===== src/rtl/mrc_pkg.sv =====
package mrc_pkg;

  // Frame length limits in bytes
  localparam int MIN_FRAME = 8;
  localparam int MAX_FRAME = 256;
  // Byte counter saturates at MAX_FRAME + 1
  localparam int CNT_W = $clog2(MAX_FRAME + 2);

  localparam logic [15:0] CRC_INIT = 16'hFFFF;
  localparam logic [15:0] CRC_POLY = 16'hA001;
  localparam logic [15:0] QTY_MAX  = 16'h07D0;
  localparam logic [7:0]  EXC_FLAG = 8'h80;

  // Function codes
  localparam logic [7:0] FC_READ_COILS  = 8'd1;
  localparam logic [7:0] FC_READ_DI     = 8'd2;
  localparam logic [7:0] FC_READ_HR     = 8'd3;
  localparam logic [7:0] FC_READ_IR     = 8'd4;
  localparam logic [7:0] FC_WRITE_COIL  = 8'd5;
  localparam logic [7:0] FC_WRITE_REG   = 8'd6;
  localparam logic [7:0] FC_WRITE_COILS = 8'd15;
  localparam logic [7:0] FC_WRITE_REGS  = 8'd16;

  // Exception codes
  localparam logic [7:0] EXC_ILL_FUNC  = 8'd1;
  localparam logic [7:0] EXC_ILL_ADDR  = 8'd2;
  localparam logic [7:0] EXC_ILL_VALUE = 8'd3;

  // Configuration registers
  typedef struct packed {
    logic [7:0]  slave_address;
    logic [15:0] coil_count;
    logic [15:0] discrete_input_count;
    logic [15:0] holding_register_count;
  } cfg_t;

  // Verdict handed from frame receiver to response engine
  typedef struct packed {
    logic        is_disp;
    logic [7:0]  addr;
    logic [7:0]  func_code;
    logic [7:0]  exc_code;
    logic [15:0] start_address;
    logic [15:0] quantity;
  } verdict_t;

  // One entry of the byte-wise CRC-16/Modbus table
  function automatic logic [15:0] crc_tbl(input logic [7:0] idx);
    logic [15:0] c;
    c = {8'h00, idx};
    for (int i = 0; i < 8; i++) begin
      c = c[0] ? ((c >> 1) ^ CRC_POLY) : (c >> 1);
    end
    return c;
  endfunction

  // Advance the CRC register by one byte
  function automatic logic [15:0] crc_upd(input logic [15:0] crc, input logic [7:0] b);
    return {8'h00, crc[15:8]} ^ crc_tbl(crc[7:0] ^ b);
  endfunction

endpackage


===== src/rtl/mrc_front.sv =====
module mrc_front (
  input  logic              clk_i,
  input  logic              rst_ni,
  input  logic              accept_i,
  input  logic [7:0]        rx_byte_i,
  input  logic              frame_last_i,
  input  mrc_pkg::cfg_t     cfg_i,
  output logic              vq_push_o,
  output mrc_pkg::verdict_t vq_data_o
);

  logic [mrc_pkg::CNT_W-1:0] count_q, count_d;
  logic [15:0] crc_q, crc_d;
  logic [15:0] hist0_q, hist0_d, hist1_q, hist1_d;
  logic [7:0]  rec0_q, rec0_d, rec1_q, rec1_d;
  logic [7:0]  hdr_q [6];
  logic [7:0]  hdr_d [6];
  logic        upd;
  logic        frame_ok;
  logic        has_res;
  logic        qty_chk, qty_bad;
  logic [15:0] start_w, qty_w, limit;
  logic [16:0] sum_w;
  logic [7:0]  fc;
  mrc_pkg::verdict_t vd;

  // Next frame state with the current byte folded in
  always_comb begin
    upd     = count_q <= mrc_pkg::CNT_W'(mrc_pkg::MAX_FRAME);
    count_d = upd ? count_q + 1'b1 : count_q;
    crc_d   = upd ? mrc_pkg::crc_upd(crc_q, rx_byte_i) : crc_q;
    hist0_d = upd ? hist1_q : hist0_q;
    hist1_d = upd ? crc_q : hist1_q;
    rec0_d  = upd ? rec1_q : rec0_q;
    rec1_d  = upd ? rx_byte_i : rec1_q;
    for (int i = 0; i < 6; i++) begin
      hdr_d[i] = (upd && count_q == mrc_pkg::CNT_W'(i)) ? rx_byte_i : hdr_q[i];
    end
  end

  // Frame-level checks on the completed frame
  always_comb begin
    fc       = hdr_d[1];
    start_w  = {hdr_d[2], hdr_d[3]};
    qty_w    = {hdr_d[4], hdr_d[5]};
    sum_w    = {1'b0, start_w} + {1'b0, qty_w};
    frame_ok = (count_d >= mrc_pkg::CNT_W'(mrc_pkg::MIN_FRAME))
            && (count_d <= mrc_pkg::CNT_W'(mrc_pkg::MAX_FRAME))
            && (hdr_d[0] == cfg_i.slave_address)
            && (rec0_d == hist0_d[7:0])
            && (rec1_d == hist0_d[15:8]);
  end

  // Classify the request
  always_comb begin
    vd.is_disp       = 1'b0;
    vd.addr          = hdr_d[0];
    vd.func_code     = fc;
    vd.exc_code      = mrc_pkg::EXC_ILL_FUNC;
    vd.start_address = start_w;
    vd.quantity      = qty_w;
    has_res          = 1'b0;
    qty_chk = fc inside {mrc_pkg::FC_READ_COILS, mrc_pkg::FC_READ_DI, mrc_pkg::FC_READ_HR,
                         mrc_pkg::FC_READ_IR, mrc_pkg::FC_WRITE_COILS,
                         mrc_pkg::FC_WRITE_REGS};
    qty_bad = (qty_w == 16'h0000) || (qty_w > mrc_pkg::QTY_MAX);
    case (fc)
      mrc_pkg::FC_READ_COILS: limit = cfg_i.coil_count;
      mrc_pkg::FC_READ_DI:    limit = cfg_i.discrete_input_count;
      default:                limit = cfg_i.holding_register_count;
    endcase
    if (qty_chk && qty_bad) begin
      vd.exc_code = mrc_pkg::EXC_ILL_VALUE;
      has_res     = 1'b1;
    end else begin
      case (fc)
        mrc_pkg::FC_READ_COILS, mrc_pkg::FC_READ_DI, mrc_pkg::FC_READ_HR: begin
          has_res = 1'b1;
          if (sum_w > {1'b0, limit}) begin
            vd.exc_code = mrc_pkg::EXC_ILL_ADDR;
          end else begin
            vd.is_disp = 1'b1;
          end
        end
        mrc_pkg::FC_WRITE_COIL: begin
          has_res = 1'b1;
          if (start_w >= cfg_i.coil_count) begin
            vd.exc_code = mrc_pkg::EXC_ILL_ADDR;
          end else begin
            vd.is_disp = 1'b1;
          end
        end
        mrc_pkg::FC_READ_IR, mrc_pkg::FC_WRITE_REG, mrc_pkg::FC_WRITE_COILS,
        mrc_pkg::FC_WRITE_REGS: begin
          has_res = 1'b0;
        end
        default: begin
          vd.exc_code = mrc_pkg::EXC_ILL_FUNC;
          has_res     = 1'b1;
        end
      endcase
    end
  end

  assign vq_push_o = accept_i && frame_last_i && frame_ok && has_res;
  assign vq_data_o = vd;

  // Advance frame state; clear it after the final byte
  always_ff @(posedge clk_i or negedge rst_ni) begin
    if (!rst_ni) begin
      count_q <= '0;
      crc_q   <= mrc_pkg::CRC_INIT;
      hist0_q <= mrc_pkg::CRC_INIT;
      hist1_q <= mrc_pkg::CRC_INIT;
      rec0_q  <= '0;
      rec1_q  <= '0;
      for (int i = 0; i < 6; i++) hdr_q[i] <= '0;
    end else if (accept_i) begin
      if (frame_last_i) begin
        count_q <= '0;
        crc_q   <= mrc_pkg::CRC_INIT;
        hist0_q <= mrc_pkg::CRC_INIT;
        hist1_q <= mrc_pkg::CRC_INIT;
        rec0_q  <= '0;
        rec1_q  <= '0;
        for (int i = 0; i < 6; i++) hdr_q[i] <= '0;
      end else begin
        count_q <= count_d;
        crc_q   <= crc_d;
        hist0_q <= hist0_d;
        hist1_q <= hist1_d;
        rec0_q  <= rec0_d;
        rec1_q  <= rec1_d;
        for (int i = 0; i < 6; i++) hdr_q[i] <= hdr_d[i];
      end
    end
  end

endmodule


===== config.mk =====
export PLATFORM = sky130hd
export DESIGN_NAME = mrc_front
export DESIGN_NICKNAME = d
export VERILOG_FILES = /design/src/rtl/mrc_pkg.sv /design/src/rtl/mrc_front.sv
export SDC_FILE = /design/constraint.sdc
export NUM_CORES = 1
export LEC_CHECK = 0
export BUFFER_PORTS_ARGS = -buffer_cell sky130_fd_sc_hd__buf_2
export CORE_MARGIN = 2
export CORE_UTILIZATION = 65
export CTS_BUF_LIST = sky130_fd_sc_hd__clkbuf_4
export DETAILED_ROUTE_END_ITERATION = 7
export HOLD_SLACK_MARGIN = 0.06
export PLACE_DENSITY = 0.95
export REMOVE_ABC_BUFFERS = 1
export SLEW_MARGIN = 20
export SYNTH_ARGS = -nofsm -noshare
export SYNTH_HDL_FRONTEND = slang
export SYNTH_SLANG_ARGS = --single-unit

===== constraint.sdc =====
create_clock -name clk_i -period 15.3 [get_ports clk_i]
set_clock_uncertainty 0.05 [all_clocks]
set_input_delay 3.06 -clock clk_i [delete_from_list [all_inputs] [get_ports clk_i]]
set_output_delay 3.06 -clock clk_i [all_outputs]
set_load 0.01 [all_outputs]

==> metrics.yaml <==
synthesis:
  avgSynthCellArea_um2: 9.69
  synth_edf_count: 0
  synth_seq_area_share_pct: 34.7
  synth.most_common_cell: "o22a_1"
  synth_top_area_share_pct: 21.5
  yosysTopAreaCell: "dfrtp_1"
  synth.distinct_cells: 73
  ys_ff_latch: 116
  synth_commonest_cells: "93 x o22a_1, 73 x dfrtp_1, 52 x inv_1, 51 x ha_1, 49 x clkbuf_1"
  async_flop_share_pct: 100
  synth_area_um2: 8520
  yosysWarnings: 0
  ys_top_cells_by_area: "dfrtp_1 21%, dfstp_2 13%, o22a_1 9.6%"
  synthCells: 879
  ys_dominant_reg_cell: "dfrtp_1"
clocking:
  ctsHoldBuffers: 0
  cts_buffers: 17
  clkTransAtPathRegs_ns: 0.10
  root_buffer: "clkbuf_4"
  clockBufferDepth: 2
  h-tree-depth: 4
  cts.repair.resized: 0
  postCtsSetupBuffers: 0
  cts_tree: "yes"
  clk-insertion-delay-late_ns: 0.54
  cts_sinks: 116
critical_path:
  cp_top_family: "compound AO/OA/AOI/OAI gates"
  regToRegSetupSlack_ns: 12.28
  crit_arrival_ns: 7.44
  cpPeakStageDelay_ns: 0.42
  r2r_cells: 8
  start_kind: "input pin"
  critPathCaptureType: "output pin"
  worstPathCellList: "buf_2 > mux2i_1 > inv_1 > ha_1 > a21o_1 > a21oi_1 > o21bai_1 > maj3_2 > a31o_2 > a21oi_2 > nand2b_1 > a211oi_1 > nor2_1 > ha_1 > a21o_1 > a21oi_1 > o21ai_0 > o31ai_1 > o211ai_1 > a311o_1 > buf_2"
  slowest_stage: "mux2i_1"
  cp.buffers_inverters: 3
  reg2reg_to: "hist0_q[7]$_DFFE_PN1P_"
  critPathKind: "input pin to output pin"
  path_max_fanout: 10
  required_ns: 12.19
  regToRegStartpoint: "count_q[6]$_DFFE_PN0P_"
hold_path:
  hp-class: "register to register"
  holdPathEnd: "hdr_q[44]$_DFFE_PN0P_"
  min_from: "hdr_q[44]$_DFFE_PN0P_"
  min_path_cells: 1
drt:
  vias_per_cell: 6.67
  drc: 0
  dr.pass1.iters: 8
  drt.antenna.violating_nets: 0
  wirelength_um: 22800
  wl_per_cell_um: 19.8
  vias: 7684
  drt_iter0_markers: 685
sta:
  fmax_mhz: 94.8
  finalSetupViolCount: 0
  period_needed_ns: 10.55
  period_share_pct: 69.0
  rsz0062_at_grt: "no"
  maxSlewViolCount: 0
  worstMarginPinSlew_ns: 0.864
  relSlewSlack_pct: 42.4
  finalHoldViolCount: 0
  setup_tns_ns: 0
place:
  numPortBuffers: 119
  dp_hpwl_um: 16000
  placed_cell_area_um2: 9150
  gp_congestion: 0.896
  placed_cells: 1120
grt:
  grt_pass1_wl_um: 37500
  grt_max_degree: 72
  grt_pass1_vias: 7559
  grt_util_all_layers_pct: 33.0
  antenna_found_initial: 0
  grt-ovfl-total: 0
floorplanning:
  io_pins: 126
  rows: 41
  die_w_um: 118
  fp.dieH_um: 118
  dieArea_um2: 14000
  core-area_um2: 12700
  start_util_pct: 66.9
cells_and_area:
  area_growth_pct: 10.9
  antennaDiodeCount: 0
  final_area_um2: 9440
  fillerInstances: 891
  final_nets: 1087
  drive_above_1_share_pct: 25.4
  stdcell_count: 1152
pwr:
  powerDensity_nw_per_um2: 107
  power_leakage_nw: 4.35
  max-vdd-ir-drop_uv: 55.0
job:
  cap_violations: 0
status:
  status: "finished clean"
## how the worst max path moves through the flow
| stage | start | end | slack (ns) | cells past startpoint |
|---|---|---|---|---|
| finish | rx_byte_i[1] | vq_data_o[33] | 4.75 | 21 |
| CTS | rx_byte_i[1] | vq_data_o[33] | 4.79 | 21 |
| detailed placement | rx_byte_i[1] | vq_data_o[33] | 4.80 | 21 |
| global route | rx_byte_i[1] | vq_data_o[33] | 4.36 | 21 |
| global placement | rx_byte_i[1] | vq_data_o[33] | 4.96 | 21 |
| floorplan | rx_byte_i[1] | vq_data_o[33] | 5.43 | 19 |
## per-layer routing
layer	GRT usage [%]	share of wire, %	wire length [um]	vias up
met2	55.5	49	11200	372
met5	0	0	0	-
met4	14.3	3.2	737	0
met1	42.0	40	9210	3743
li1	-	-	-	3494
met3	5.65	7.4	1700	75
## sequential cells by signal, indices dropped and copies added, names as in the netlist
signal	count
hdr_q	48
crc_q	16
hist0_q	16
hist1_q	11
count_q	9
rec0_q	8
rec1_q	8
## cell usage in the layout, fill, tap and decap left out, types with 5 or more instances in the layout
cell / instances
conb_1: 6
dfrtp_1: 73
nand4_1: 8
nor4_1: 14
xnor2_1: 35
o22a_1: 93
buf_4: 10
nand3_1: 15
o2bb2ai_1: 34
clkbuf_4: 20
o22ai_1: 17
a22oi_1: 16
inv_1: 52
ha_1: 51
xor2_1: 36
nand2_1: 38
nor3_1: 14
a22o_1: 34
a31oi_1: 6
mux2i_1: 17
nor2_1: 36
dfstp_2: 43
a21oi_1: 36
mux2_2: 25
o21ai_0: 29
a21o_1: 11
nor2b_1: 5
nand2b_1: 5
buf_2: 118
## metrics by stage
stage          hold slack (ns)  utilization [%]  power (W)  setup WS [ns]
6_report                 0.452             74.2    0.00101           4.75
5_1_grt                  0.474             74.2    0.00106           4.36
4_1_cts                  0.453             74.2    0.00100           4.79
3_5_place_dp             0.423             71.9   0.000771           4.80
3_3_place_gp             0.420             71.9   0.000757           4.96
2_1_floorplan            0.405                -   0.000656           5.43
## cells by family after synthesis
group | count (synthesis) | share of synthesized area, %
flops | 116 | 34.7
simple gates | 156 | 9.42
buf+inv | 118 | 5.63
compound gates | 317 | 28.8
xor+xnor | 72 | 7.49
fa+ha+maj | 53 | 7.86
mux | 46 | 6.07
other cells | 1 | 0.0440
## layout make-up
type                       instances  area, um^2  area share, %
clock buffer                      20         150           1.59
clock inverter                    12         139           1.47
timing repair buffer             128         666           7.05
multi-input combinational        650        5110           54.1
sequential                       116        2960           31.3
tap                              172         215           2.28
inverter                          54         203           2.15
## report_power, final
part	switching (W)	leakage, nW	internal (W)	total (W)
clock network	0.000120	0.151	0.000116	0.000236
registers	0.0000372	1.45	0.000355	0.000392
logic	0.000212	2.75	0.000169	0.000381
Power figures use the tool's default switching activity.
